## src/hw/rtl/wsse_pkg.sv

```systemverilog
// wsse_pkg: shared constants, codes and controller/datapath interface types
// for the weighted sign skew estimator. No dependencies.
`timescale 1ns / 1ps

package wsse_pkg;

    localparam int NUM_STRANDS = 2;
    localparam int STRAND_W    = 1;

    localparam int KIND_W   = 2;
    localparam int RESP_W   = 17;
    localparam int PRIOR_W  = 24;
    localparam int SUM_W    = 32;
    localparam int EST_W    = 24;
    localparam int QUO_W    = 2 * SUM_W;

    localparam int DIV_STEPS  = QUO_W;
    localparam int SQRT_STEPS = QUO_W / 2;
    localparam int CNT_W      = $clog2(DIV_STEPS);

    localparam logic [KIND_W-1:0] KIND_CLEAR  = 2'd0;
    localparam logic [KIND_W-1:0] KIND_ACCUM  = 2'd1;
    localparam logic [KIND_W-1:0] KIND_UPDATE = 2'd2;

    localparam logic [RESP_W-1:0]  RESP_ONE = 17'd65536;
    localparam logic [EST_W-1:0]   EST_ONE  = 24'd65536;
    localparam logic [EST_W-1:0]   EST_MAX  = 24'hFFFFFF;
    localparam logic [SUM_W-1:0]   SUM_MAX  = 32'hFFFFFFFF;
    localparam logic [PRIOR_W-1:0] PRIOR_RESET = 24'd65536;

    typedef logic [STRAND_W-1:0] strand_t;

    typedef enum logic [2:0] {
        ST_IDLE,
        ST_LOAD,
        ST_DIV,
        ST_SQLD,
        ST_SQRT,
        ST_WRITE,
        ST_DONE
    } wsse_state_t;

    typedef struct packed {
        logic    item_apply;
        logic    div_load;
        logic    div_step;
        logic    sqrt_load;
        logic    sqrt_step;
        logic    est_write;
        logic    load_upd_result;
        strand_t strand;
    } wsse_cmd_t;

    typedef struct packed {
        logic down_zero;
    } wsse_status_t;

endpackage

```

## src/hw/rtl/wsse_ctrl.sv

```systemverilog
// wsse_ctrl: sequencer for the skew estimator; handshakes and the update
// loop over strands (divide then root). Depends on wsse_pkg.
`timescale 1ns / 1ps

module wsse_ctrl (
    input  logic                          aclk,
    input  logic                          aresetn,
    input  logic                          s_valid,
    output logic                          s_ready,
    input  logic [wsse_pkg::KIND_W-1:0]   s_kind,
    output logic                          m_valid,
    input  logic                          m_ready,
    output wsse_pkg::wsse_cmd_t           cmd,
    input  wsse_pkg::wsse_status_t        status
);
    import wsse_pkg::*;

    wsse_state_t       state_reg, state_next;
    logic [CNT_W-1:0]  cnt_reg, cnt_next;
    strand_t           strand_reg, strand_next;
    logic              m_valid_reg, m_valid_next;
    logic              accept;
    logic              out_free;

    assign out_free = !m_valid_reg || m_ready;
    assign accept   = s_valid && s_ready;

    always_comb begin
        state_next  = state_reg;
        cnt_next    = cnt_reg;
        strand_next = strand_reg;
        case (state_reg)
            ST_IDLE: begin
                if (accept && s_kind == KIND_UPDATE) begin
                    state_next  = ST_LOAD;
                    strand_next = '0;
                end
            end
            ST_LOAD: begin
                cnt_next   = '0;
                state_next = status.down_zero ? ST_WRITE : ST_DIV;
            end
            ST_DIV: begin
                cnt_next = cnt_reg + 1'b1;
                if (cnt_reg == CNT_W'(DIV_STEPS - 1)) begin
                    state_next = ST_SQLD;
                end
            end
            ST_SQLD: begin
                cnt_next   = '0;
                state_next = ST_SQRT;
            end
            ST_SQRT: begin
                cnt_next = cnt_reg + 1'b1;
                if (cnt_reg == CNT_W'(SQRT_STEPS - 1)) begin
                    state_next = ST_WRITE;
                end
            end
            ST_WRITE: begin
                if (strand_reg == STRAND_W'(NUM_STRANDS - 1)) begin
                    state_next = ST_DONE;
                end else begin
                    strand_next = strand_reg + 1'b1;
                    state_next  = ST_LOAD;
                end
            end
            ST_DONE: begin
                state_next = ST_IDLE;
            end
            default: begin
                state_next = ST_IDLE;
            end
        endcase
    end

    always_comb begin
        s_ready = 1'b0;
        cmd     = '0;
        cmd.strand = strand_reg;
        case (state_reg)
            ST_IDLE: begin
                s_ready        = out_free;
                cmd.item_apply = accept;
            end
            ST_LOAD:  cmd.div_load        = 1'b1;
            ST_DIV:   cmd.div_step        = 1'b1;
            ST_SQLD:  cmd.sqrt_load       = 1'b1;
            ST_SQRT:  cmd.sqrt_step       = 1'b1;
            ST_WRITE: cmd.est_write       = 1'b1;
            ST_DONE:  cmd.load_upd_result = 1'b1;
            default: begin
                s_ready = 1'b0;
            end
        endcase
    end

    always_comb begin
        if ((cmd.item_apply && s_kind != KIND_UPDATE) || cmd.load_upd_result) begin
            m_valid_next = 1'b1;
        end else if (m_ready) begin
            m_valid_next = 1'b0;
        end else begin
            m_valid_next = m_valid_reg;
        end
    end

    assign m_valid = m_valid_reg;

    always_ff @(posedge aclk) begin
        if (!aresetn) begin
            state_reg   <= ST_IDLE;
            cnt_reg     <= '0;
            strand_reg  <= '0;
            m_valid_reg <= 1'b0;
        end else begin
            state_reg   <= state_next;
            cnt_reg     <= cnt_next;
            strand_reg  <= strand_next;
            m_valid_reg <= m_valid_next;
        end
    end

endmodule

```

## src/hw/rtl/wsse_datapath.sv

```systemverilog
// wsse_datapath: per-strand sums and estimates, prior register, restoring
// divider, bit-pair square root and result register. Depends on wsse_pkg.
`timescale 1ns / 1ps

module wsse_datapath (
    input  logic                          aclk,
    input  logic                          aresetn,
    input  logic                          cfg_we,
    input  logic [wsse_pkg::PRIOR_W-1:0]  cfg_prior,
    input  logic [wsse_pkg::KIND_W-1:0]   s_kind,
    input  wsse_pkg::strand_t             s_strand_key,
    input  logic [wsse_pkg::RESP_W-1:0]   s_responsibility,
    input  logic                          s_residual_positive,
    input  logic                          s_outlier_hypothesis,
    input  wsse_pkg::wsse_cmd_t           cmd,
    output wsse_pkg::wsse_status_t        status,
    output logic [wsse_pkg::EST_W-1:0]    m_skew_est,
    output logic                          m_saturated
);
    import wsse_pkg::*;

    logic [PRIOR_W-1:0] prior_reg;
    logic [SUM_W-1:0]   up_sum_reg   [NUM_STRANDS];
    logic [SUM_W-1:0]   down_sum_reg [NUM_STRANDS];
    logic [EST_W-1:0]   est_reg      [NUM_STRANDS];
    logic               clip_reg     [NUM_STRANDS];

    strand_t            key_reg;
    logic               key_ok_reg;
    logic               dz_reg;
    logic [QUO_W-1:0]   dvd_reg, dvd_next;
    logic [SUM_W-1:0]   rem_reg, rem_next;
    logic [SUM_W-1:0]   dsr_reg;
    logic [QUO_W-1:0]   v_reg, v_next;
    logic [QUO_W-1:0]   r_reg, r_next;
    logic [QUO_W-1:0]   bit_reg;
    logic [EST_W-1:0]   out_est_reg;
    logic               out_sat_reg;

    strand_t            rd_idx;
    logic [SUM_W-1:0]   rd_up, rd_down;
    logic               in_ok;
    logic [RESP_W-1:0]  resp_c;
    logic [SUM_W:0]     acc_sum;
    logic [SUM_W-1:0]   acc_sat;
    logic [SUM_W:0]     rem_sh;
    logic               q_bit;
    logic [QUO_W-1:0]   trial;
    logic               root_clip;
    logic [SUM_W-1:0]   seed;

    assign rd_idx  = cmd.item_apply ? s_strand_key : cmd.strand;
    assign rd_up   = up_sum_reg[rd_idx];
    assign rd_down = down_sum_reg[rd_idx];
    assign status.down_zero = (rd_down == '0);

    assign in_ok   = (int'(s_strand_key) < NUM_STRANDS);
    assign resp_c  = (s_responsibility > RESP_ONE) ? RESP_ONE : s_responsibility;
    assign acc_sum = {1'b0, (s_residual_positive ? rd_up : rd_down)}
                   + (SUM_W + 1)'(resp_c);
    assign acc_sat = acc_sum[SUM_W] ? SUM_MAX : acc_sum[SUM_W-1:0];
    assign seed    = SUM_W'(prior_reg >> 1);

    // restoring divide, one quotient bit per step
    assign rem_sh   = {rem_reg, dvd_reg[QUO_W-1]};
    assign q_bit    = (rem_sh >= {1'b0, dsr_reg});
    assign rem_next = q_bit ? SUM_W'(rem_sh - {1'b0, dsr_reg}) : rem_sh[SUM_W-1:0];
    assign dvd_next = {dvd_reg[QUO_W-2:0], q_bit};

    // square root, one result bit per step
    assign trial  = r_reg + bit_reg;
    assign v_next = (v_reg >= trial) ? v_reg - trial : v_reg;
    assign r_next = (v_reg >= trial) ? (r_reg >> 1) + bit_reg : r_reg >> 1;

    assign root_clip = dz_reg || (r_reg[QUO_W-1:EST_W] != '0);

    always_ff @(posedge aclk) begin
        if (!aresetn) begin
            prior_reg <= PRIOR_RESET;
            for (int s = 0; s < NUM_STRANDS; s++) begin
                up_sum_reg[s]   <= '0;
                down_sum_reg[s] <= '0;
                est_reg[s]      <= EST_ONE;
                clip_reg[s]     <= 1'b0;
            end
        end else begin
            if (cfg_we) begin
                prior_reg <= cfg_prior;
            end
            if (cmd.item_apply) begin
                case (s_kind)
                    KIND_CLEAR: begin
                        for (int s = 0; s < NUM_STRANDS; s++) begin
                            up_sum_reg[s]   <= seed;
                            down_sum_reg[s] <= seed;
                            est_reg[s]      <= EST_ONE;
                            clip_reg[s]     <= 1'b0;
                        end
                    end
                    KIND_ACCUM: begin
                        if (in_ok && !s_outlier_hypothesis) begin
                            if (s_residual_positive) begin
                                up_sum_reg[s_strand_key] <= acc_sat;
                            end else begin
                                down_sum_reg[s_strand_key] <= acc_sat;
                            end
                        end
                    end
                    default: begin
                    end
                endcase
            end
            if (cmd.est_write) begin
                est_reg[cmd.strand]  <= root_clip ? EST_MAX : r_reg[EST_W-1:0];
                clip_reg[cmd.strand] <= root_clip;
            end
        end
    end

    always_ff @(posedge aclk) begin
        if (cmd.item_apply) begin
            key_reg    <= s_strand_key;
            key_ok_reg <= in_ok;
            if (s_kind == KIND_CLEAR) begin
                out_est_reg <= in_ok ? EST_ONE : '0;
                out_sat_reg <= 1'b0;
            end else begin
                out_est_reg <= in_ok ? est_reg[s_strand_key] : '0;
                out_sat_reg <= in_ok ? clip_reg[s_strand_key] : 1'b0;
            end
        end
        if (cmd.load_upd_result) begin
            out_est_reg <= key_ok_reg ? est_reg[key_reg] : '0;
            out_sat_reg <= key_ok_reg ? clip_reg[key_reg] : 1'b0;
        end
        if (cmd.div_load) begin
            dvd_reg <= {rd_up, SUM_W'(0)};
            rem_reg <= '0;
            dsr_reg <= rd_down;
            dz_reg  <= (rd_down == '0);
        end
        if (cmd.div_step) begin
            dvd_reg <= dvd_next;
            rem_reg <= rem_next;
        end
        if (cmd.sqrt_load) begin
            v_reg   <= dvd_reg;
            r_reg   <= '0;
            bit_reg <= QUO_W'(1) << (QUO_W - 2);
        end
        if (cmd.sqrt_step) begin
            v_reg   <= v_next;
            r_reg   <= r_next;
            bit_reg <= bit_reg >> 2;
        end
    end

    assign m_skew_est  = out_est_reg;
    assign m_saturated = out_sat_reg;

endmodule

```

## src/hw/rtl/weighted_sign_skew_estimator.sv

```systemverilog
// weighted_sign_skew_estimator: top level; joins wsse_ctrl and wsse_datapath.
// Depends on wsse_pkg, wsse_ctrl, wsse_datapath.
//
//  channel  ports                    direction  moves
//  s_       s_valid / s_ready        in         one item per transfer
//  m_       m_valid / m_ready        out        one result per item
//  cfg_     cfg_valid / cfg_ready    in         damping prior write
//
// Clear, accumulate and unused kinds: result registered next cycle.
// Update: the divider and square root, one bit per cycle each, are shared across
// strands and run for each strand in turn before the result is loaded.
// A strand with a zero down sum skips the divide and root.
// Reset is synchronous, active low; sums clear to zero, estimates to 1.0.
// A pending result only blocks new items when m_ready is low.
`timescale 1ns / 1ps

module weighted_sign_skew_estimator (
    input  logic                          aclk,
    input  logic                          aresetn,
    input  logic                          cfg_valid,
    output logic                          cfg_ready,
    input  logic [wsse_pkg::PRIOR_W-1:0]  cfg_damping_prior,
    input  logic                          s_valid,
    output logic                          s_ready,
    input  logic [wsse_pkg::KIND_W-1:0]   s_kind,
    input  logic                          s_strand_key,
    input  logic [wsse_pkg::RESP_W-1:0]   s_responsibility,
    input  logic                          s_residual_positive,
    input  logic                          s_outlier_hypothesis,
    output logic                          m_valid,
    input  logic                          m_ready,
    output logic [wsse_pkg::EST_W-1:0]    m_skew_est,
    output logic                          m_saturated
);
    import wsse_pkg::*;

    wsse_cmd_t    cmd;
    wsse_status_t status;

    assign cfg_ready = 1'b1;

    wsse_ctrl u_ctrl (
        .aclk    (aclk),
        .aresetn (aresetn),
        .s_valid (s_valid),
        .s_ready (s_ready),
        .s_kind  (s_kind),
        .m_valid (m_valid),
        .m_ready (m_ready),
        .cmd     (cmd),
        .status  (status)
    );

    wsse_datapath u_datapath (
        .aclk                 (aclk),
        .aresetn              (aresetn),
        .cfg_we               (cfg_valid && cfg_ready),
        .cfg_prior            (cfg_damping_prior),
        .s_kind               (s_kind),
        .s_strand_key         (s_strand_key),
        .s_responsibility     (s_responsibility),
        .s_residual_positive  (s_residual_positive),
        .s_outlier_hypothesis (s_outlier_hypothesis),
        .cmd                  (cmd),
        .status               (status),
        .m_skew_est           (m_skew_est),
        .m_saturated          (m_saturated)
    );

    a_ready_needs_room: assert property (@(posedge aclk) disable iff (!aresetn)
        s_ready |-> (!m_valid || m_ready))
        else $error("input ready while result register is blocked");

    a_update_busy: assert property (@(posedge aclk) disable iff (!aresetn)
        (s_valid && s_ready && s_kind == KIND_UPDATE) |=> (!s_ready && !m_valid))
        else $error("update did not hold off the channels");

    a_short_item_result: assert property (@(posedge aclk) disable iff (!aresetn)
        (s_valid && s_ready && s_kind != KIND_UPDATE) |=> m_valid)
        else $error("no result after a single-cycle item");

    a_clear_result: assert property (@(posedge aclk) disable iff (!aresetn)
        (s_valid && s_ready && s_kind == KIND_CLEAR)
        |=> (m_skew_est == EST_ONE && !m_saturated))
        else $error("clear did not return an estimate of one");

endmodule
```

## config.mk

```make
export PLATFORM = sky130hd
export DESIGN_NAME = weighted_sign_skew_estimator
export DESIGN_NICKNAME = d
export VERILOG_FILES = /design/src/hw/rtl/wsse_pkg.sv /design/src/hw/rtl/wsse_ctrl.sv /design/src/hw/rtl/wsse_datapath.sv /design/src/hw/rtl/weighted_sign_skew_estimator.sv
export SDC_FILE = /design/constraint.sdc
export NUM_CORES = 1
export LEC_CHECK = 0
export ABC_CLOCK_PERIOD_IN_PS = 13100
export BUFFER_PORTS_ARGS = -buffer_cell sky130_fd_sc_hd__buf_2
export CORE_MARGIN = 3
export CORE_UTILIZATION = 39
export CTS_BUF_LIST = sky130_fd_sc_hd__clkbuf_4
export DETAILED_ROUTE_END_ITERATION = 12
export SLEW_MARGIN = 20
export SYNTH_ARGS = -nofsm -noshare
export SYNTH_HDL_FRONTEND = slang
export SYNTH_HIERARCHICAL = 1
export SYNTH_SLANG_ARGS = --single-unit
```

## constraint.sdc

```tcl
create_clock -name aclk -period 13.1 [get_ports aclk]
set_input_delay 2.62 -clock aclk [delete_from_list [all_inputs] [get_ports aclk]]
set_output_delay 2.62 -clock aclk [all_outputs]
set_load 0.02 [all_outputs]
```

Word-level counts from Yosys, hierarchy flattened. Memories as Yosys holds them, arrays and structs flattened. A register that Yosys moved wholly into a read port is not among the register bits. Cells that the tools add are included.

Memories kept: 4. Logic and storage cells: 165. Register bits after elaboration: 350. Output and inout bits: 28. Memory bits (writable): 178. Input port bits: 51.

Multiplexer cells: 86. Reduce and logical (&&, ||, !) cells: 26. Equal/unequal tests: 15. Bitwise operators: 8. Add/sub/neg operators: 7. Magnitude comparators: 3.

Memories: u_datapath.down_sum_reg (words 2, width 32, rd ports 1, clocked after memory_dff 0, wr ports 2, line wsse_datapath.sv:24) `logic [SUM_W-1:0] down_sum_reg [NUM_STRANDS];`; u_datapath.up_sum_reg (words 2, width 32, rd ports 1, clocked after memory_dff 0, wr ports 2, line wsse_datapath.sv:23) `logic [SUM_W-1:0] up_sum_reg [NUM_STRANDS];`; u_datapath.est_reg (words 2, width 24, rd ports 2, clocked after memory_dff 1, wr ports 2, line wsse_datapath.sv:25) `logic [EST_W-1:0] est_reg [NUM_STRANDS];`; u_datapath.clip_reg (words 2, width 1, rd ports 2, clocked after memory_dff 1, wr ports 2, line wsse_datapath.sv:26) `logic clip_reg [NUM_STRANDS];`.

Operator list (number): 64-bit 2-to-1 mux (8); 32-bit 2-to-1 mux (11); 24-bit 2-to-1 mux (7); 61-bit 2-to-1 mux (2); 63-bit by 63-bit adder with 64-bit output (1); 64-bit by 63-bit adder with 64-bit output (1); 64-bit >= comparator (1); 32-bit OR reduction (2); 64-bit subtractor (1); 1-bit 2-to-1 mux (49); 40-bit nonzero test (1); 32-bit by 17-bit adder with 33-bit output (1); 33-bit by 32-bit >= comparator with 1-bit output (1); 32-bit logical NOT (1); 32-bit subtractor (1); 24-bit OR reduction (1); 3-bit one-hot mux with 6 select lines (1); 17-bit greater-than comparator, second input constant (1); 17-bit 2-to-1 mux (1); 3-bit 2-to-1 mux (5); 6-bit one-hot mux with 2 select lines (1); 2-bit nonzero test (6); 3-bit equality test, second input constant (3); 2-bit by 1-bit != test with 1-bit output, second input constant (4); 20 further kinds (34).

Longest topological paths before layout. An unclocked memory read counts as a cell.

Depth in word-level cells: 11. Gate-level depth with buffers: 25. Mapped depth without buffers: 23.

By module. Netlist, hierarchy kept.

Modules (own cells, without submodules): wsse_datapath (times used 1, sequential area each 15274.6 sq um, area an instance 33058.0 sq um, cells an instance 3261); wsse_ctrl (times used 1, sequential area each 220.2 sq um, area an instance 818.3 sq um, cells an instance 107); weighted_sign_skew_estimator (times used 1, sequential area each 0.0 sq um, area an instance 11.3 sq um, cells an instance 2).

Worst setup path before layout. Ideal clock, no wire load.

Path kind: reg2reg. Start: reg u_datapath.r_reg[8]. End: reg u_datapath.v_reg[0], enable pin. Arrival: 9.402 ns. Path slack: 3.114 ns. Stages on the path, launching flop included: 23. Period minus slack after synthesis: 9.986 ns. Data required time: 12.517 ns. Setup time: 0.583 ns. Buffers on the path: 3. Cells stage by stage: edfxtp_1 -> ha_1 -> nand4_2 -> o31ai_2 -> or4b_4 -> a2111oi_4 -> o2111ai_2 -> o41ai_4 -> a21oi_2 -> nor2_1 -> o21ai_0 -> xor2_1 -> ha_1 -> clkbuf_1 -> nand4_1 -> nor2_1 -> a211o_1 -> nor3_1 -> o21ai_1 -> nand2_1 -> buf_2 -> clkbuf_1 -> a21boi_0.

Word-level cells in the longest chain between the ends: 4.

Ends and longest elaborated chain: start: declaration (line wsse_datapath.sv:35) `logic [QUO_W-1:0] r_reg, r_next;`; start signal: assignment (line wsse_datapath.sv:153) `r_reg <= r_next;`; 64-bit by 63-bit adder with 64-bit output (line wsse_datapath.sv:71) `assign trial = r_reg + bit_reg;`; 64-bit >= comparator (line wsse_datapath.sv:72) `assign v_next = (v_reg >= trial) ? v_reg - trial : v_reg;`; 2-bit by 1-bit != test with 1-bit output (no line); 2-bit AND reduction (no line); end signal: assignment (line wsse_datapath.sv:147) `v_reg <= dvd_reg;`; end signal: assignment (line wsse_datapath.sv:152) `v_reg <= v_next;`; end: declaration (line wsse_datapath.sv:34) `logic [QUO_W-1:0] v_reg, v_next;`.

Every way passes these cells. A chain may end at the register's enable or synchronous reset.

Worst setup path in the final report.
Start: reg u_datapath.r_reg[8]. End: reg u_datapath.v_reg[29], enable pin.

The elaborated chain is that of the path after synthesis.

==> flow_summary_export.csv <==
group,metric,value,unit
status,status,"finished, final reports clean",
critical_path,crit_required,13.66,ns
floorplanning,start_util,39.55,%
critical_path,crit_arrival,8.28,ns
critical_path,crit_path_end_kind,"flip-flop",
routing,drtPass1Iterations,7,
critical_path,crit_slowest_cell,"buf_4",
routing,met1_length,41280,um
floorplanning,row_count,107,
critical_path,worstPathCellList,"ha_1 > a31oi_1 > o21ai_0 > a211oi_1 > nor2_1 > a21oi_1 > o21ai_0 > a31oi_1 > o21ai_0 > a31oi_1 > xor2_1 > ha_1 > and2_1 > nand3_1 > nor3_1 > nand3_1 > o211a_1 > o21ai_2 > buf_4 > nand2_1 > buf_4 > a21boi_4 > buf_4",
floorplanning,die_area,90460,um2
sta,totalNegativeSetupSlack,0,ns
final_layout,register_area,15490,um2
routing,via_count,26330,
clock_network,clk_latency,1.00,ns
floorplanning,core_area,85680,um2
yosys,synth_edf_count,492,
sta,period_needed,7.725,ns
yosys,syn-num-nets,3604,
power,p_per_area,159.2,nW/um2
yosys,synth_ff_type,"edfxtp_1",
final_layout,final_cell_mix,"492 x edfxtp_1, 345 x nor2_1, 235 x nand2_1",
routing,top_layer,"met4",
floorplanning,die_h,300.8,um
floorplanning,die_w,300.8,um
yosys,syn_avg_cell_area,10.06,um2
power,vdd_drop_max,0.09120,mV
routing,drt-wirelength-per-cell,19.16,um
sta,post-route-period-util,58.97,%
routing,wl_met3,4863,um
sta,relSlewSlack,33.30,%
sta,worst_slew_pin_slew,0.9753,ns
routing,routed_wl,90520,um
final_layout,final_common_cell,"edfxtp_1",
final_layout,final.fill_count,8382,
placed_design,post-dp-hpwl,63310,um
final_layout,layout-area-overhead-vs-synth,9.847,%
critical_path,crit_fanout,64,
yosys,syn_inst,3370,
clock_network,cts_setup_buffers,0,
clock_network,clk_path_buf_depth,3,
yosys,synthesis.area,33890,um2
placed_design,port_buffers,76,
placed_design,place_congestion,0.8778,
final_layout,multiInputGateArea,17340,um2
routing,drtIter0Drc,2046,
final_layout,postLayoutCoreUtil,43.44,%
routing,wl_met2,41950,um
critical_path,rr_startpoint,"u_datapath/r_reg[8]",
sta,rsz0062_at_grt,"no",
grt,globalRouteTotalUtil,19.84,%
routing,drc,0,
floorplanning,ios,79,
routing,ant_nets,0,
hold_path,hold_path_class,"reg -> reg",
clock_network,htree_levels,4,
critical_path,path_class,"reg -> reg",
routing,via_per_inst,5.575,
clock_network,hold_buffers,0,
sta,hold_violations,0,
clock_network,cts-resized-gates,0,
critical_path,critPathLaunchType,"flip-flop",
sta,finalClockSkew,0.07766,ns
hold_path,hold_start,"u_datapath/key_reg",
critical_path,cpPeakStageDelay,0.71,ns
clock_network,tritoncts,"yes",
grt,grt_remaining_overflow,0,
yosys,seq_area_frac_synth,45.72,%
yosys,synth_warnings,6,
clock_network,clock_sinks,528,
sta,drv_slew,0,
yosys,async_reset_ff_share,0,%
job,cap_violations,0,
final_layout,final_layout_size_suffix_gt1_share,13.17,%
grt,grt_pass1_vias,25870,
grt,antenna_found_initial,3,
power,power.leakage,14.71,nW
clock_network,clk_pin_slew,0.06,ns
grt,grt_max_degree,74,
clock_network,cts_root_buf,"clkbuf_4",
critical_path,startpoint,"u_datapath/r_reg[8]",
grt,grt_pass1_wl,142100,um
sta,setup_viol,0,
final_layout,nNetsFinal,3702,
yosys,ys_types,85,
yosys,ys_seq_elements,528,
clock_network,cts-buffers-inserted,151,
sta,fmaxAchievable,0.1294,GHz
[per-stage QoR]
step	worst slack, ns	instances	cell area [um2]	power [W]	hold WS (ns)
2_1_floorplan	3.114	3370	33890	0.003895	0.4414
5_1_grt	4.762	4723	37220	0.006338	0.4767
4_1_cts	5.395	4719	37210	0.005985	0.4585
3_3_place_gp	4.708	4459	35380	0.004445	0.4526
3_5_place_dp	4.667	4459	35380	0.004461	0.4594
6_report	5.375	4723	37220	0.005926	0.4587
[Yosys cell counts (96+ instances only)]
cell type  instances  share of area, %
inv_1            117               1.3
and2_1            96               1.8
a21oi_1          202               3.0
mux2i_1          185               5.5
xnor2_1          110               2.8
clkbuf_1         134               1.5
xor2_1           108               2.8
nor2_1           345               3.8
edfxtp_1         492                44
ha_1             180               6.6
o21ai_0          210               3.1
nand2_1          236               2.6
[final timing paths]
path | endpoint | slack (ns) | cells past startpoint
setup / recovery | u_datapath/v_reg[29] | 5.37 | 23
hold reg to reg | flip-flop | 0.46 | 1
setup reg to reg | u_datapath/v_reg[29] | 5.37 | 23
hold / removal | flip-flop | 0.46 | 1
[layer usage]
metal | up-vias | track usage (%)
met5 | - | 0
met4 | 0 | 8.057
met3 | 135 | 2.956
met2 | 743 | 31.93
met1 | 12680 | 26.83
li1 | 12770 | -
[final cells by class]
| class | instances | area share (%) |
|---|---|---|
| Clock inverter | 49 | 0.6722 |
| Timing Repair Buffer | 115 | 1.808 |
| Antenna cell | 4 | 0.02689 |
| Inverter | 117 | 1.187 |
| Sequential cell | 528 | 41.63 |
| Multi-Input combinational cell | 2555 | 46.58 |
| Tap cell | 1144 | 3.845 |
| Clock buffer | 211 | 4.255 |
[critical path, delay by kind of cell (launching register included)]
family                   cells  cell delay, ns
adder cells (fa/ha/maj)      2            0.64
AND/OR/NAND/NOR              6            1.42
AO/OA/AOI/OAI               11            2.96
flip-flops                   1            0.51
buffers and inverters        3            1.34
XOR/XNOR                     1            0.32
[cells by family (layout without fill, tap and decap cells)]
logic type      count (synthesis)  after routing  share of synthesized area (%)
mux                           251            251                          7.665
other cells                     1              5                        0.01107
buf+inv                       287            492                          3.308
fa+ha+maj                     183            183                          6.823
simple gates                 1066           1066                          15.23
flops                         528            528                          45.72
xor+xnor                      218            218                          5.634
compound gates                836            836                          15.60
[where the power goes]
part	switching, W	total (W)	leakage [nW]	internal, W
combinational	0.00133	0.00213	8.60	0.000801
sequential	0.000150	0.00231	5.02	0.00216
clock	0.000735	0.00148	1.08	0.000749
total	0.00222	0.00593	14.7	0.00371
Note: power is estimated with default switching activity, not from simulation.
